$ cat src/bdpc_pkg.sv
// shared widths, register indexes, state codes and result struct for the press classifier
package bdpc_pkg;

  localparam int unsigned TimeW = 32;
  localparam int unsigned CfgW = 16;
  localparam int unsigned CfgIdxW = 2;
  localparam int unsigned StateW = 3;

  // configuration register indexes
  localparam logic [CfgIdxW-1:0] RegFilterMs = 2'd0;
  localparam logic [CfgIdxW-1:0] RegConfirmMs = 2'd1;
  localparam logic [CfgIdxW-1:0] RegLongPressMs = 2'd2;

  // configuration reset values
  localparam logic [CfgW-1:0] FilterMsRst = 16'd30;
  localparam logic [CfgW-1:0] ConfirmMsRst = 16'd30;
  localparam logic [CfgW-1:0] LongPressMsRst = 16'd2000;

  // press state codes seen on the result port
  localparam logic [StateW-1:0] PsIdle = 3'd0;
  localparam logic [StateW-1:0] PsLong = 3'd3;

  // classifier result for one beat
  typedef struct packed {
    logic [StateW-1:0] press_state;
    logic              short_press;
    logic              long_press;
    logic              busy;
    logic              long_held;
  } cls_res_t;

endpackage

$ cat src/bdpc_filter.sv
// sliding-window debounce filter with raw activity detect
module bdpc_filter (
  input  logic                          clk_i,
  input  logic                          rst_ni,
  input  logic                          en_i,
  input  logic [bdpc_pkg::TimeW-1:0]    now_ms_i,
  input  logic                          raw_i,
  input  logic [bdpc_pkg::CfgW-1:0]     filter_ms_i,
  output logic                          filtered_o,
  output logic                          activity_o
);

  logic                       prev_raw_q, prev_raw_d;
  logic                       win_level_q, win_level_d;
  logic [bdpc_pkg::TimeW-1:0] win_start_q, win_start_d;
  logic                       filtered_q, filtered_d;
  logic [bdpc_pkg::TimeW-1:0] held;

  // window restarts on any change of the tracked level
  always_comb begin
    activity_o  = (raw_i != prev_raw_q);
    prev_raw_d  = raw_i;
    win_level_d = raw_i;
    win_start_d = (raw_i != win_level_q) ? now_ms_i : win_start_q;
    held        = now_ms_i - win_start_d;
    filtered_d  = (held >= {{(bdpc_pkg::TimeW-bdpc_pkg::CfgW){1'b0}}, filter_ms_i})
                  ? raw_i : filtered_q;
    filtered_o  = filtered_d;
  end

  // filter state
  always_ff @(posedge clk_i or negedge rst_ni) begin
    if (!rst_ni) begin
      prev_raw_q  <= 1'b0;
      win_level_q <= 1'b0;
      win_start_q <= '0;
      filtered_q  <= 1'b0;
    end else if (en_i) begin
      prev_raw_q  <= prev_raw_d;
      win_level_q <= win_level_d;
      win_start_q <= win_start_d;
      filtered_q  <= filtered_d;
    end
  end

endmodule

$ cat src/bdpc_fsm.sv
// five-state press classifier driven by the debounced level
module bdpc_fsm (
  input  logic                          clk_i,
  input  logic                          rst_ni,
  input  logic                          en_i,
  input  logic [bdpc_pkg::TimeW-1:0]    now_ms_i,
  input  logic                          filtered_i,
  input  logic [bdpc_pkg::CfgW-1:0]     confirm_ms_i,
  input  logic [bdpc_pkg::CfgW-1:0]     long_press_ms_i,
  output bdpc_pkg::cls_res_t            res_o
);

  typedef enum logic [bdpc_pkg::StateW-1:0] {
    StIdle    = 3'd0,
    StPConf   = 3'd1,
    StPressed = 3'd2,
    StLong    = 3'd3,
    StRConf   = 3'd4
  } state_e;

  state_e                     state_q, state_d;
  logic [bdpc_pkg::TimeW-1:0] timer_q, timer_d;
  logic                       from_long_q, from_long_d;
  logic                       busy_q, busy_d;
  logic                       long_flag_q, long_flag_d;
  logic                       sp, lp;
  logic [bdpc_pkg::TimeW-1:0] elapsed;
  logic                       confirm_done, long_done;

  // elapsed time in the current state, modulo 2^32
  assign elapsed = now_ms_i - timer_q;
  assign confirm_done =
    (elapsed >= {{(bdpc_pkg::TimeW-bdpc_pkg::CfgW){1'b0}}, confirm_ms_i});
  assign long_done =
    (elapsed >= {{(bdpc_pkg::TimeW-bdpc_pkg::CfgW){1'b0}}, long_press_ms_i});

  // next state and pulses
  always_comb begin
    state_d     = state_q;
    timer_d     = timer_q;
    from_long_d = from_long_q;
    busy_d      = busy_q;
    long_flag_d = long_flag_q;
    sp          = 1'b0;
    lp          = 1'b0;
    unique case (state_q)
      StPConf: begin
        if (!filtered_i) begin
          state_d = StIdle;
          busy_d  = 1'b0;
        end else if (confirm_done) begin
          timer_d = now_ms_i;
          state_d = StPressed;
        end
      end
      StPressed: begin
        if (!filtered_i) begin
          timer_d = now_ms_i;
          state_d = StRConf;
        end else if (long_done) begin
          timer_d     = now_ms_i;
          from_long_d = 1'b1;
          state_d     = StLong;
          long_flag_d = 1'b1;
          lp          = 1'b1;
        end
      end
      StLong: begin
        if (!filtered_i) begin
          timer_d = now_ms_i;
          state_d = StRConf;
        end
      end
      StRConf: begin
        // bounce during release goes back without reloading the timer
        if (filtered_i) begin
          state_d = from_long_q ? StLong : StPressed;
        end else if (confirm_done) begin
          sp          = !from_long_q;
          from_long_d = 1'b0;
          state_d     = StIdle;
          busy_d      = 1'b0;
          long_flag_d = 1'b0;
        end
      end
      default: begin
        if (filtered_i) begin
          timer_d = now_ms_i;
          state_d = StPConf;
          busy_d  = 1'b1;
        end else begin
          state_d = StIdle;
        end
      end
    endcase
  end

  // classifier state
  always_ff @(posedge clk_i or negedge rst_ni) begin
    if (!rst_ni) begin
      state_q     <= StIdle;
      timer_q     <= '0;
      from_long_q <= 1'b0;
      busy_q      <= 1'b0;
      long_flag_q <= 1'b0;
    end else if (en_i) begin
      state_q     <= state_d;
      timer_q     <= timer_d;
      from_long_q <= from_long_d;
      busy_q      <= busy_d;
      long_flag_q <= long_flag_d;
    end
  end

  // result of this beat
  always_comb begin
    res_o.press_state = state_d;
    res_o.short_press = sp;
    res_o.long_press  = lp;
    res_o.busy        = busy_d;
    res_o.long_held   = long_flag_d;
  end

endmodule

$ cat src/button_debounce_press_classifier.sv
// button debounce and short/long press classifier, top level
// pipeline: input beat to result beat through the input register and the result register
// throughput: one sample per cycle while the result side is not stalled; the filter and
// classifier update in one pass between the input register and the result register
// reset: filter and classifier state clear to idle/released, config regs take defaults
module button_debounce_press_classifier (
  input  logic                          clk_i,
  input  logic                          rst_ni,
  // configuration write port
  input  logic                          cfg_we_i,
  input  logic [bdpc_pkg::CfgIdxW-1:0]  cfg_idx_i,
  input  logic [bdpc_pkg::CfgW-1:0]     cfg_data_i,
  // sample channel
  input  logic                          in_valid_i,
  output logic                          in_ready_o,
  input  logic [bdpc_pkg::TimeW-1:0]    now_ms_i,
  input  logic                          raw_pressed_i,
  // result channel
  output logic                          out_valid_o,
  input  logic                          out_ready_i,
  output logic                          debounced_level_o,
  output logic [bdpc_pkg::StateW-1:0]   press_state_o,
  output logic                          short_press_o,
  output logic                          long_press_o,
  output logic                          busy_res_o,
  output logic                          long_held_o,
  output logic                          activity_o
);

  logic [bdpc_pkg::CfgW-1:0]  filter_ms_q, confirm_ms_q, long_press_ms_q;
  logic                       in_valid_q;
  logic [bdpc_pkg::TimeW-1:0] now_q;
  logic                       raw_q;
  logic                       out_valid_q;
  logic                       out_free, step;
  logic                       filtered, act;
  bdpc_pkg::cls_res_t         cls;

  // configuration registers
  always_ff @(posedge clk_i or negedge rst_ni) begin
    if (!rst_ni) begin
      filter_ms_q     <= bdpc_pkg::FilterMsRst;
      confirm_ms_q    <= bdpc_pkg::ConfirmMsRst;
      long_press_ms_q <= bdpc_pkg::LongPressMsRst;
    end else if (cfg_we_i) begin
      unique case (cfg_idx_i)
        bdpc_pkg::RegFilterMs:    filter_ms_q     <= cfg_data_i;
        bdpc_pkg::RegConfirmMs:   confirm_ms_q    <= cfg_data_i;
        bdpc_pkg::RegLongPressMs: long_press_ms_q <= cfg_data_i;
        default: ;
      endcase
    end
  end

  // handshake: a beat moves from the input register when the result slot is free
  assign out_free   = !out_valid_q || out_ready_i;
  assign step       = in_valid_q && out_free;
  assign in_ready_o = !in_valid_q || out_free;

  // input register
  always_ff @(posedge clk_i or negedge rst_ni) begin
    if (!rst_ni) begin
      in_valid_q <= 1'b0;
    end else if (in_ready_o) begin
      in_valid_q <= in_valid_i;
    end
  end

  always_ff @(posedge clk_i) begin
    if (in_ready_o && in_valid_i) begin
      now_q <= now_ms_i;
      raw_q <= raw_pressed_i;
    end
  end

  bdpc_filter u_filter (
    .clk_i       (clk_i),
    .rst_ni      (rst_ni),
    .en_i        (step),
    .now_ms_i    (now_q),
    .raw_i       (raw_q),
    .filter_ms_i (filter_ms_q),
    .filtered_o  (filtered),
    .activity_o  (act)
  );

  bdpc_fsm u_fsm (
    .clk_i           (clk_i),
    .rst_ni          (rst_ni),
    .en_i            (step),
    .now_ms_i        (now_q),
    .filtered_i      (filtered),
    .confirm_ms_i    (confirm_ms_q),
    .long_press_ms_i (long_press_ms_q),
    .res_o           (cls)
  );

  // result register
  always_ff @(posedge clk_i or negedge rst_ni) begin
    if (!rst_ni) begin
      out_valid_q <= 1'b0;
    end else if (out_free) begin
      out_valid_q <= in_valid_q;
    end
  end

  always_ff @(posedge clk_i) begin
    if (step) begin
      debounced_level_o <= filtered;
      press_state_o     <= cls.press_state;
      short_press_o     <= cls.short_press;
      long_press_o      <= cls.long_press;
      busy_res_o        <= cls.busy;
      long_held_o       <= cls.long_held;
      activity_o        <= act;
    end
  end

  assign out_valid_o = out_valid_q;

  // short and long pulses never share a beat
  a_pulse_excl: assert property (@(posedge clk_i) disable iff (!rst_ni)
    out_valid_o |-> !(short_press_o && long_press_o))
    else $error("short and long press in the same beat");

  // busy exactly while the classifier is away from idle
  a_busy_state: assert property (@(posedge clk_i) disable iff (!rst_ni)
    out_valid_o |-> (busy_res_o == (press_state_o != bdpc_pkg::PsIdle)))
    else $error("busy flag out of step with press state");

  // long pulse lands in the long state with the held flag set
  a_long_state: assert property (@(posedge clk_i) disable iff (!rst_ni)
    (out_valid_o && long_press_o) |-> (press_state_o == bdpc_pkg::PsLong && long_held_o))
    else $error("long press pulse outside the long state");

  // a beat in the input register that cannot move holds the input side stalled
  a_stall: assert property (@(posedge clk_i) disable iff (!rst_ni)
    (in_valid_q && out_valid_q && !out_ready_i) |-> !in_ready_o)
    else $error("input taken while the pipeline is full");

endmodule

$ cat config.mk
export PLATFORM = sky130hd
export DESIGN_NAME = button_debounce_press_classifier
export DESIGN_NICKNAME = d
export VERILOG_FILES = /design/src/bdpc_pkg.sv /design/src/bdpc_filter.sv /design/src/bdpc_fsm.sv /design/src/button_debounce_press_classifier.sv
export SDC_FILE = /design/constraint.sdc
export NUM_CORES = 1
export LEC_CHECK = 0
export BUFFER_PORTS_ARGS = -buffer_cell sky130_fd_sc_hd__buf_2
export CORE_ASPECT_RATIO = 0.7
export CORE_MARGIN = 2
export CORE_UTILIZATION = 55
export DETAILED_ROUTE_END_ITERATION = 10
export PLACE_DENSITY = 0.82
export SYNTH_ARGS = -nofsm -noshare
export SYNTH_HDL_FRONTEND = slang
export SYNTH_SLANG_ARGS = --single-unit
export TNS_END_PERCENT = 30
$ cat constraint.sdc
create_clock -name clk_i -period 15.2 [get_ports clk_i]
set_input_delay 0.76 -clock clk_i [delete_from_list [all_inputs] [get_ports clk_i]]
set_output_delay 0.76 -clock clk_i [all_outputs]
set_load 0.01 [all_outputs]
# Word level (Yosys, flattened, before mapping)
# Index checks and enable logic that the tools add are counted.
dict set report totals {
  out_inout_bits 11
  reg_bits 164
  latch_bits 0
  n_memories 0
  in_bits 56
  rom_bits 0
  ram_bits 0
  word_cells 97
}
dict set report classes {
  addsub 2
  div 0
  order_cmp 3
  bitwise_logic 2
  mul 0
  eq_ne 15
  n_reduce_logical 18
  mux 35
  shift 0
}
# operator count
set ops {}
lappend ops {{two-way mux 32 bit} 7}
lappend ops {{case mux 32 bit (4 select lines)} 1}
lappend ops {{>= comparator 32 x 16 -> 1 bit} 3}
lappend ops {{subtractor 32 bit} 2}
lappend ops {{two-way mux 3 bit} 7}
lappend ops {{two-way mux 1 bit} 16}
lappend ops {{case mux 3 bit (4 select lines)} 1}
lappend ops {{inequality test 2 bit, second input constant} 4}
lappend ops {{AND reduction 2 bit} 4}
lappend ops {{AND reduction 7 bit} 1}
lappend ops {{equality test 3 x 2 -> 1 bit, second input constant} 2}
lappend ops {{inequality test 2 x 1 -> 1 bit, second input constant} 3}
lappend ops {{AND reduction 6 bit} 1}
lappend ops {{case mux 1 bit (2 select lines)} 2}
lappend ops {{equality test 3 x 1 -> 1 bit, second input constant} 1}
lappend ops {{equality test 3 bit, second input constant} 1}
lappend ops {{zero test 1 bit} 3}
lappend ops {{inequality test 3 x 2 -> 1 bit, second input constant} 1}
lappend ops {{case mux 1 bit (3 select lines)} 1}
lappend ops {{nonzero test 3 bit} 1}
lappend ops {{OR reduction 3 bit} 1}
lappend ops {{equality test 2 x 1 -> 1 bit, second input constant} 1}
lappend ops {{equality test 2 bit, second input constant} 1}
lappend ops {{logical AND 1 bit} 2}
lappend ops {{6 further kinds} 8}

# Depth between registers and ports, before layout
# Gate-level depths: netlist of run 1.
dict set report logic_depth {
  ltp_word 7
  depth_mapped 28
  depth_no_buf 25
}

# Cells and area by module
# From an unflattened synthesis of run 1, not the netlist that was laid out.
dict set report unflattened {
  cells_unflattened 1318
  area_unflattened_um2 12520.8
}
# module cells_per_inst area_per_inst_um2 n_inst seq_area_each_um2
set by_module_without_submodules {}
lappend by_module_without_submodules {bdpc_fsm 608 5022.3 1 950.9}
lappend by_module_without_submodules {bdpc_filter 558 4315.4 1 850.8}
lappend by_module_without_submodules {button_debounce_press_classifier 152 3183.1 1 2529.9}

# Worst setup path before layout of run 1
# Ideal clock, no wire load.
dict set report synth_path {
  kind {reg2reg}
  start {register raw_q}
  end {register u_fsm.timer_q[28] in the netlist's numbering}
  slack_ns 8.683
  stages_incl_launch_ff 27
  arrival_time_ns 6.390
  t_required_ns 15.072
  setup_ns 0.128
  cell_sequence {edfxtp_1 xnor2_1 inv_2 buf_2 buf_1 clkbuf_1 mux2i_1 ha_1 clkbuf_1 a21o_1 a41o_1 a21oi_1 a31oi_1 xor2_1 ha_1 o21ai_0 nor2_1 a2111o_1 nor4_1 o2111ai_1 a311o_1 or4_4 nor4_4 nand3_1 a32oi_2 buf_6 mux2_1}
}
dict set report synth_between {
  elab_chain_len 7
  elab_cells_between_ends 12
  classes_between {add/sub (1); order compare (1); eq/ne (4); mux (4); reduce/logical (2)}
}
# item line
set synth_rtl {}
lappend synth_rtl {{from (decl)} button_debounce_press_classifier.sv:33} ;# logic raw_q;
lappend synth_rtl {{from (signal assigned)} button_debounce_press_classifier.sv:72} ;# raw_q <= raw_pressed_i;
lappend synth_rtl {{inequality test 1 bit} bdpc_filter.sv:24} ;# win_start_d = (raw_i != win_level_q) ? now_ms_i : win_start_q;
lappend synth_rtl {{two-way mux 32 bit} bdpc_filter.sv:24}
lappend synth_rtl {{subtractor 32 bit} bdpc_filter.sv:25} ;# held = now_ms_i - win_start_d;
lappend synth_rtl {{>= comparator 32 x 16 -> 1 bit} bdpc_filter.sv:26} ;# filtered_d = (held >= {{(bdpc_pkg::TimeW-bdpc_pkg::CfgW){1'b0}}, filter_ms_i})
lappend synth_rtl {{two-way mux 1 bit *} bdpc_filter.sv:27} ;# ? raw_i : filtered_q;
lappend synth_rtl {{inequality test 3 x 2 -> 1 bit (no line) (tied with other cells)} --}
lappend synth_rtl {{AND reduction 7 bit (no line) or case mux 32 bit (4 select lines) (tied branches)} --}
lappend synth_rtl {{to (signal assigned)} bdpc_fsm.sv:108} ;# timer_q <= timer_d;
lappend synth_rtl {{to (decl)} bdpc_fsm.sv:22} ;# logic [bdpc_pkg::TimeW-1:0] timer_q, timer_d;
# Every way passes the cells marked *; elsewhere a longest branch is shown, timed or not.
# A chain may end at the register's enable or synchronous reset.

# Worst setup path after layout of run 1
dict set report layout_path {
  start {register raw_q}
  end {register u_fsm.timer_q[31] in the netlist's numbering}
}
# The elaborated chain is that of the path after synthesis.

==> results of run 1 <==
==> worst max-delay path, stage by stage, from the launching register on <==
cell       delay [ns]
edfxtp_1         0.48
xnor2_2          0.17
buf_4            0.23
inv_2            0.65
mux2i_1          0.31
ha_1             0.35
a21o_1           0.25
a41o_1           0.25
a21oi_1          0.23
a31oi_1          0.14
xor2_1           0.21
ha_1             0.31
o21ai_0          0.18
nor2_1           0.06
a2111o_1         0.39
nor4_1           0.29
o2111ai_1        0.15
a311o_1          0.30
or4_4            0.43
nor4_4           0.41
mux2i_1          0.20
a32oi_2          0.19
buf_4            0.42
mux2_2           0.39
==> layout make-up <==
class / count / share of cell area
timing repair buffer: 72 / 0.02960
clock buffer: 21 / 0.03450
tap: 276 / 0.02705
sequential: 164 / 0.3393
clock inverter: 11 / 0.01205
inverter: 103 / 0.03028
multi-input combinational: 928 / 0.5272
==> layout by cell type, fill, tap and decap left out, types with 22 or more instances in the layout <==
cell,Yosys,layout
nor2_1,61,61
xnor2_1,34,33
inv_1,101,101
a21o_1,22,22
nand2b_1,26,26
o21ai_0,90,90
ha_1,100,100
a21oi_1,87,87
mux2_1,26,26
edfxtp_1,42,42
mux2_2,49,49
dfrtp_1,108,108
buf_2,4,65
mux2i_1,33,33
nand2_1,119,119
==> flip-flops by register name, indices dropped and copies added (netlist names), 3 cells and up <==
signal / cells
confirm_ms_q: 16
press_state_o: 3
long_press_ms_q: 16
filter_ms_q: 16
now_q: 32
u_fsm.timer_q: 32
u_fsm.state_q: 3
u_filter.win_start_q: 32
==> how the worst min path moves through the flow <==
stage	startpoint	slack, ns	to
2_1_floorplan	u_filter.win_start_q[0]$_DFFE_PN0P_	0.45	u_filter.win_start_q[0]$_DFFE_PN0P_
3_3_place_gp	u_filter.win_start_q[17]$_DFFE_PN0P_	0.46	u_filter.win_start_q[17]$_DFFE_PN0P_
3_5_place_dp	u_fsm.long_flag_q$_DFFE_PN0P_	0.47	u_fsm.long_flag_q$_DFFE_PN0P_
4_1_cts	u_fsm.long_flag_q$_DFFE_PN0P_	0.49	u_fsm.long_flag_q$_DFFE_PN0P_
5_1_grt	now_ms_i[8]	0.48	now_q[8]$_DFFE_PP_
6_report	u_fsm.timer_q[28]$_DFFE_PN0P_	0.49	u_fsm.timer_q[28]$_DFFE_PN0P_
==> cell usage after synthesis (22+ instances only) <==
library cell | count | area (um^2)
nand2_1 | 119 | 446.7
clkbuf_1 | 32 | 120.1
mux2_1 | 26 | 292.8
o21ai_0 | 90 | 450.4
ha_1 | 100 | 1251
edfxtp_1 | 42 | 1261
a21oi_1 | 87 | 435.4
a21o_1 | 22 | 165.2
nand2b_1 | 26 | 162.7
mux2_2 | 49 | 551.8
dfrtp_1 | 108 | 2703
nor2_1 | 61 | 229.0
mux2i_1 | 33 | 330.3
inv_1 | 101 | 379.1
xnor2_1 | 34 | 297.8
==> layer usage <==
layer | track usage | wire length (um) | share of wire
met1 | 0.4275 | 14500 | 0.49
met2 | 0.3846 | 12010 | 0.41
met3 | 0.05748 | 2595 | 0.088
met4 | 0.05448 | 415 | 0.014
met5 | 0 | 0 | 0
==> power breakdown <==
part	internal [mW]	total, mW	switching (mW)	leakage, nW
registers	0.572	0.651	0.0788	1.85
clock network	0.260	0.446	0.185	0.289
logic	0.575	1.39	0.819	3.48
total	1.41	2.49	1.08	5.61
==> stage by stage <==
stage,cells,area (um^2),power [mW]
2_1_floorplan,1236,11620,1.675
3_3_place_gp,1543,12170,1.963
3_5_place_dp,1543,12170,2.006
4_1_cts,1575,12770,2.464
5_1_grt,1575,12770,2.683
6_report,1575,12770,2.491
==> logic make-up (layout without fill, tap and decap cells) <==
kind of cell	count (synthesis)	count (layout)	synth area share
compound gates	343	343	0.1890
mux	108	108	0.1011
flops	164	164	0.3729
buf+inv	144	207	0.04890
xor+xnor	51	51	0.03845
simple gates	320	320	0.1357
fa+ha+maj	106	106	0.1139
==> impl_metrics.prom, run 1 <==
# TYPE chip_impl_metric gauge
chip_impl_metric{name="wl_per_instance",unit="um"} 18.75
chip_impl_info{name="dominantRegCellSynth",value="dfrtp_1"} 1
chip_impl_info{name="worst_hold_path_type",value="register to register"} 1
chip_impl_metric{name="synth_sequential_area_ratio",unit=""} 0.3729
chip_impl_metric{name="layout-drive-gt1-share",unit=""} 0.1401
chip_impl_metric{name="syn_area_per_cell",unit="um^2"} 9.399
chip_impl_metric{name="tns_setup",unit="ns"} 0
chip_impl_metric{name="cts-buffers-inserted",unit=""} 17
chip_impl_metric{name="drt_pre_antenna_iters",unit=""} 5
chip_impl_metric{name="fp.dieArea",unit="um^2"} 22320
chip_impl_metric{name="route.final.wire_length",unit="mm"} 29.53
chip_impl_info{name="worstReg2RegStart",value="raw_q$_DFFE_PP_"} 1
chip_impl_metric{name="report.final.setup_viol",unit=""} 0
chip_impl_metric{name="numClockSinks",unit=""} 164
chip_impl_metric{name="netlist-cell-type-count",unit=""} 80
chip_impl_metric{name="min_delay_path_depth",unit=""} 1
chip_impl_metric{name="multiInputGateArea",unit="um^2"} 6731
chip_impl_metric{name="core-area",unit="um^2"} 20700
chip_impl_metric{name="vdd_drop_max",unit="V"} 0.0001009
chip_impl_metric{name="finalNetCount",unit=""} 1443
chip_impl_metric{name="finalMaxSlewViolations",unit=""} 0
chip_impl_metric{name="antenna_cells",unit=""} 0
chip_impl_metric{name="synthesized_net_count",unit=""} 1393
chip_impl_metric{name="die_height",unit="um"} 125.6
chip_impl_info{name="end_kind",value="register"} 1
chip_impl_metric{name="required_time_of_the_critical_path",unit="ns"} 15.52
chip_impl_metric{name="grt_first_pass_wirelength",unit="mm"} 47.64
chip_impl_metric{name="rr_worst_depth",unit=""} 23
chip_impl_metric{name="postSynthRegisterBits",unit=""} 164
chip_impl_metric{name="grt_antenna_before_repair",unit=""} 1
chip_impl_metric{name="cts_hold_buf",unit=""} 0
chip_impl_metric{name="mappedNetlistArea",unit="um^2"} 11620
chip_impl_metric{name="cts_resized",unit=""} 0
chip_impl_metric{name="area_delta_synth_final",unit="%"} 9.897
chip_impl_info{name="start_kind",value="register"} 1
chip_impl_info{name="crit_path_to",value="u_fsm.timer_q[31]$_DFFE_PN0P_"} 1
chip_impl_metric{name="fmaxAchievable",unit="GHz"} 0.1398
chip_impl_info{name="tritoncts",value="done"} 1
chip_impl_metric{name="row_count",unit=""} 44
chip_impl_metric{name="worst_setup_hold_path_clk_slew",unit="ns"} 0.06
chip_impl_metric{name="power_density",unit="nW/um^2"} 195.1
chip_impl_metric{name="slew_headroom",unit=""} 0.3021
chip_impl_metric{name="num_io_pins",unit=""} 67
chip_impl_metric{name="first_global_vias",unit=""} 9049
chip_impl_metric{name="maximum_number_of_pins_on_one_net_before_global_route_repair",unit=""} 82
chip_impl_metric{name="synthCells",unit=""} 1236
chip_impl_metric{name="port_buffers",unit=""} 66
chip_impl_metric{name="synthArstFlopShare",unit=""} 0.7439
chip_impl_metric{name="cts_post_setup_buffers_inserted",unit=""} 0
chip_impl_metric{name="finalCritPeriodShare",unit=""} 0.4705
chip_impl_metric{name="pre_cts_slack",unit="ns"} 8.241
chip_impl_metric{name="worst-path-max-fanout",unit=""} 38
chip_impl_metric{name="hold_slack",unit="ns"} 0.4850
chip_impl_metric{name="synth.yosys.warnings",unit=""} 0
chip_impl_metric{name="final.setup.worst_slack",unit="ns"} 8.049
chip_impl_metric{name="cts_buffer_depth",unit=""} 2
chip_impl_info{name="grt_setup_unrepaired",value="false"} 1
chip_impl_metric{name="initialDrtViolationCount",unit=""} 1023
chip_impl_info{name="cts_root_buf",value="clkbuf_16"} 1
chip_impl_metric{name="p_leak",unit="nW"} 5.613
chip_impl_metric{name="clock_tree.htree_level_count",unit=""} 4
chip_impl_metric{name="min_period",unit="ns"} 7.151
chip_impl_metric{name="dp_hpwl",unit="mm"} 22.59
chip_impl_metric{name="start_util",unit=""} 0.5612
chip_impl_metric{name="die_w",unit="um"} 177.7
chip_impl_metric{name="remaining_drc_errors",unit=""} 0
chip_impl_metric{name="number_of_flops_mapped_to_enable_cells_by_yosys",unit=""} 42
chip_impl_metric{name="route.vias.total",unit=""} 9713
chip_impl_metric{name="final_util",unit=""} 0.6168
chip_impl_metric{name="grt_overflow_total",unit=""} 0
chip_impl_metric{name="layout.area.seq",unit="um^2"} 4332
chip_impl_metric{name="globalplace.congestion",unit=""} 0.9919
chip_impl_metric{name="cp_data_arrival_time",unit="ns"} 7.47
chip_impl_metric{name="worst_tran_pin_value",unit="ns"} 1.047
chip_impl_info{name="crit_start",value="raw_q$_DFFE_PP_"} 1
chip_impl_metric{name="filler_cell_count",unit=""} 1717
chip_impl_metric{name="rrSetupSlack",unit="ns"} 8.05
chip_impl_info{name="outcome",value="finished, final reports clean"} 1
chip_impl_info{name="setup.worst_path.class",value="register to register"} 1
chip_impl_metric{name="worst_skew_pair.late_latency",unit="ns"} 0.44
chip_impl_info{name="critical_path.reg2reg.endpoint",value="u_fsm.timer_q[31]$_DFFE_PN0P_"} 1
chip_impl_metric{name="timing_hold_violations_final",unit=""} 0
chip_impl_metric{name="detail-route-antenna-nets",unit=""} 0
chip_impl_metric{name="finalClockSkew",unit="ns"} 0.008429
chip_impl_metric{name="grtUsageTotal",unit=""} 0.2725
chip_impl_metric{name="cap_violations",unit=""} 0
chip_impl_metric{name="post_drt_via_cell_ratio",unit=""} 6.167
Power figures use the tool's default switching activity.
==> run 2, diff against run 1 <==
--- a/config.mk
+++ b/config.mk
@@ -10,7 +10,7 @@
 export CORE_MARGIN = 2
 export CORE_UTILIZATION = 55
 export DETAILED_ROUTE_END_ITERATION = 10
-export PLACE_DENSITY = 0.82
+export PLACE_DENSITY = 0.85
 export SYNTH_ARGS = -nofsm -noshare
 export SYNTH_HDL_FRONTEND = slang
 export SYNTH_SLANG_ARGS = --single-unit
==> constraint.sdc (replaced) <==
create_clock -name clk_i -period 5.8 [get_ports clk_i]
set_input_delay 0.29 -clock clk_i [delete_from_list [all_inputs] [get_ports clk_i]]
set_output_delay 0.29 -clock clk_i [all_outputs]
set_load 0.01 [all_outputs]
==> run 2 against run 1 <==
- the flow now finishes with violations (hold timing)
- sequential cell count is the same
- wire length increased by 8.0%
- global-route usage grew 2.0 points
- clock skew increased by 0.0010 ns
- die area stayed put
- non-clock buffer count is 56 higher
- critical endpoint is now u_fsm.timer_q[22]$_DFFE_PN0P_
==> impl_metrics.prom, run 2 (same netlist as run 1, synthesis figures left out) <==
# TYPE chip_impl_metric gauge
chip_impl_metric{name="worst_skew_pair.late_latency",unit="ns"} 0.44
chip_impl_metric{name="die_w",unit="um"} 177.7
chip_impl_metric{name="internal_power",unit="mW"} 3.879
chip_impl_info{name="cts_root_buf",value="clkbuf_16"} 1
chip_impl_metric{name="vdd_drop_max",unit="V"} 0.0002533
chip_impl_info{name="start_kind",value="register"} 1
chip_impl_metric{name="area_delta_synth_final",unit="%"} 16.11
chip_impl_metric{name="power.switching_fraction",unit=""} 0.4375
chip_impl_metric{name="worst_path_largest_cell_delay",unit="ns"} 0.43
chip_impl_info{name="tritoncts",value="done"} 1
chip_impl_info{name="top_layer_used",value="met4"} 1
chip_impl_metric{name="hold_slack",unit="ns"} -0.02801
chip_impl_metric{name="tns_setup",unit="ns"} 0
chip_impl_info{name="layout_commonest_cell",value="nand2_1"} 1
chip_impl_metric{name="cp_data_arrival_time",unit="ns"} 5.97
chip_impl_metric{name="row_count",unit=""} 44
chip_impl_metric{name="seqPwrFrac",unit=""} 0.248
chip_impl_metric{name="wl_per_instance",unit="um"} 19.56
chip_impl_metric{name="worst-path-max-fanout",unit=""} 8
chip_impl_metric{name="p_leak",unit="nW"} 5.962
chip_impl_metric{name="power_density",unit="nW/um^2"} 511.2
chip_impl_info{name="worst_hold_path_type",value="input port to asynchronous set/reset pin"} 1
chip_impl_metric{name="maximum_number_of_pins_on_one_net_before_global_route_repair",unit=""} 72
chip_impl_metric{name="initialDrtViolationCount",unit=""} 1134
chip_impl_metric{name="worst_setup_hold_path_clk_slew",unit="ns"} 0.07
chip_impl_metric{name="cts-buffers-inserted",unit=""} 17
chip_impl_info{name="final_cell_mix",value="117 x nand2_1, 108 x dfrtp_1, 100 x inv_1"} 1
chip_impl_metric{name="post_drt_via_cell_ratio",unit=""} 6.193
chip_impl_metric{name="grt_antenna_before_repair",unit=""} 0
chip_impl_metric{name="num_io_pins",unit=""} 67
chip_impl_metric{name="dp_hpwl",unit="mm"} 24.05
chip_impl_metric{name="detail-route-antenna-nets",unit=""} 0
chip_impl_metric{name="clock_tree.htree_level_count",unit=""} 4
chip_impl_metric{name="worst_tran_pin_value",unit="ns"} 1.053
chip_impl_metric{name="pre_cts_slack",unit="ns"} -0.1424
chip_impl_metric{name="gate_power_share",unit=""} 0.582
chip_impl_metric{name="die_height",unit="um"} 125.6
chip_impl_metric{name="layout.area.seq",unit="um^2"} 4332
chip_impl_metric{name="numClockSinks",unit=""} 164
chip_impl_metric{name="finalMaxSlewViolations",unit=""} 0
chip_impl_metric{name="cap_violations",unit=""} 0
chip_impl_metric{name="route.final.wire_length",unit="mm"} 31.91
chip_impl_metric{name="grt_overflow_total",unit=""} 0
chip_impl_metric{name="min_period",unit="ns"} 5.654
chip_impl_info{name="outcome",value="finished with violations"} 1
chip_impl_metric{name="cts_buffer_depth",unit=""} 2
chip_impl_metric{name="finalNetCount",unit=""} 1499
chip_impl_metric{name="required_time_of_the_critical_path",unit="ns"} 6.12
chip_impl_metric{name="port_buffers",unit=""} 66
chip_impl_metric{name="wl_met3",unit="mm"} 2.959
chip_impl_metric{name="grt_first_pass_wirelength",unit="mm"} 50.81
chip_impl_metric{name="finalCritPeriodShare",unit=""} 0.9748
chip_impl_metric{name="finalClockSkew",unit="ns"} 0.009437
chip_impl_info{name="end_kind",value="register"} 1
chip_impl_metric{name="filler_cell_count",unit=""} 1628
chip_impl_metric{name="drt_pre_antenna_iters",unit=""} 5
chip_impl_metric{name="first_global_vias",unit=""} 9582
chip_impl_metric{name="fp.dieArea",unit="um^2"} 22320
chip_impl_metric{name="timing_hold_violations_final",unit=""} 6
chip_impl_metric{name="route.vias.total",unit=""} 10101
chip_impl_metric{name="layout-drive-gt1-share",unit=""} 0.2066
chip_impl_metric{name="final_cell_count_no_fill",unit=""} 1631
chip_impl_metric{name="antenna_cells",unit=""} 0
chip_impl_metric{name="remaining_drc_errors",unit=""} 0
chip_impl_metric{name="multiInputGateArea",unit="um^2"} 6955
chip_impl_metric{name="switching_power_total",unit="mW"} 3.017
chip_impl_metric{name="report.final.setup_viol",unit=""} 0
chip_impl_info{name="top_regs",value="now_q: 32 flops, u_filter.win_start_q: 32 flops, u_fsm.timer_q: 32 flops"} 1
chip_impl_metric{name="drt-met1-wl",unit="mm"} 15.04
chip_impl_info{name="grt_setup_unrepaired",value="true"} 1
chip_impl_metric{name="slew_headroom",unit=""} 0.2801
chip_impl_metric{name="fin_total_pwr",unit="mW"} 6.896
chip_impl_metric{name="fmaxAchievable",unit="GHz"} 0.1769
chip_impl_info{name="failed_checks",value="hold timing"} 1
chip_impl_metric{name="final_util",unit=""} 0.6517
chip_impl_metric{name="start_util",unit=""} 0.5612
chip_impl_info{name="setup.worst_path.class",value="register to register"} 1
chip_impl_metric{name="final.setup.worst_slack",unit="ns"} 0.1463
chip_impl_info{name="critical-path-slowest-cell",value="edfxtp_1"} 1
chip_impl_metric{name="met2_length",unit="mm"} 13.28
chip_impl_metric{name="dp_cell_count",unit=""} 1589
chip_impl_metric{name="grtUsageTotal",unit=""} 0.2929
chip_impl_metric{name="globalplace.congestion",unit=""} 1.017
chip_impl_metric{name="power.share.clock",unit=""} 0.170
chip_impl_metric{name="core-area",unit="um^2"} 20700
==> run 2: path summary, 6_finish.rpt <==
check,start,end,slack [ns],cells after the start
setup / recovery,raw_q$_DFFE_PP_,u_fsm.timer_q[22]$_DFFE_PN0P_,0.15,29
hold / removal,rst_ni,u_filter.win_start_q[26]$_DFFE_PN0P_,-0.03,1
setup reg to reg,raw_q$_DFFE_PP_,u_fsm.timer_q[22]$_DFFE_PN0P_,0.15,29
hold reg to reg,u_filter.win_start_q[27]$_DFFE_PN0P_,u_filter.win_start_q[27]$_DFFE_PN0P_,0.48,2
max in group asynchronous,rst_ni,confirm_ms_q[10]$_DFFE_PN0P_,4.54,2
min in group clk_i,now_ms_i[0],now_q[0]$_DFFE_PP_,0.02,1
==> run 2: per-layer routing <==
metal | up-vias | track usage
li1 | 4712 | -
met1 | 4875 | 0.4555
met3 | 52 | 0.06235
met5 | - | 0
met2 | 462 | 0.4093
met4 | 0 | 0.07763
==> run 2: per-stage QoR <==
step,area (um^2),hold slack (ns)
after floorplan,11750,-0.005591
after global placement,12610,0.4623
after detailed placement,12610,0.4681
after CTS,13320,0.009512
after global routing,13490,0.0004438
final,13490,-0.02801
==> run 2: area by class of cell <==
type / instances / area share
Clock inverter: 14 / 0.01271
Timing Repair Buffer: 128 / 0.06428
Multi-Input combinational cell: 928 / 0.5156
Tap cell: 276 / 0.02560
Sequential cell: 164 / 0.3211
Clock buffer: 18 / 0.03182
Inverter: 103 / 0.02885
==> run 2: power by group through the flow <==
| stage | registers (mW) | clock network, mW | logic, mW |
|---|---|---|---|
| finish | 1.71 | 1.17 | 4.02 |
| global route | 1.74 | 1.24 | 4.43 |
| CTS | 1.70 | 1.18 | 3.85 |
| detailed placement | 1.72 | 0 | 3.77 |
| global placement | 1.70 | 0 | 3.65 |
| floorplan | 1.66 | 0 | 2.80 |
==> run 2: critical path: cells and delay by family (launching register included) <==
family | cells | cell delay (ns)
AOI/OAI and AO/OA | 8 | 1.57
xor gates and xnor gates | 2 | 0.32
buffers and inverters | 6 | 0.87
and+or+nand+nor | 9 | 1.33
adders and majority gates | 3 | 0.67
muxes | 1 | 0.33
DFF | 1 | 0.43
==> run 2: what timing repair did <==
| item | in CTS | in global routing |
|---|---|---|
| hold buffers | 0 | 0 |
| pin swaps | 4 | 19 |
| buffers inserted | 4 | 6 |
| gates cloned | 1 | 0 |
| gates resized for setup | 10 | 29 |
| hold endpoints to repair | 0 | 0 |
| setup endpoints to repair | 37 | 45 |
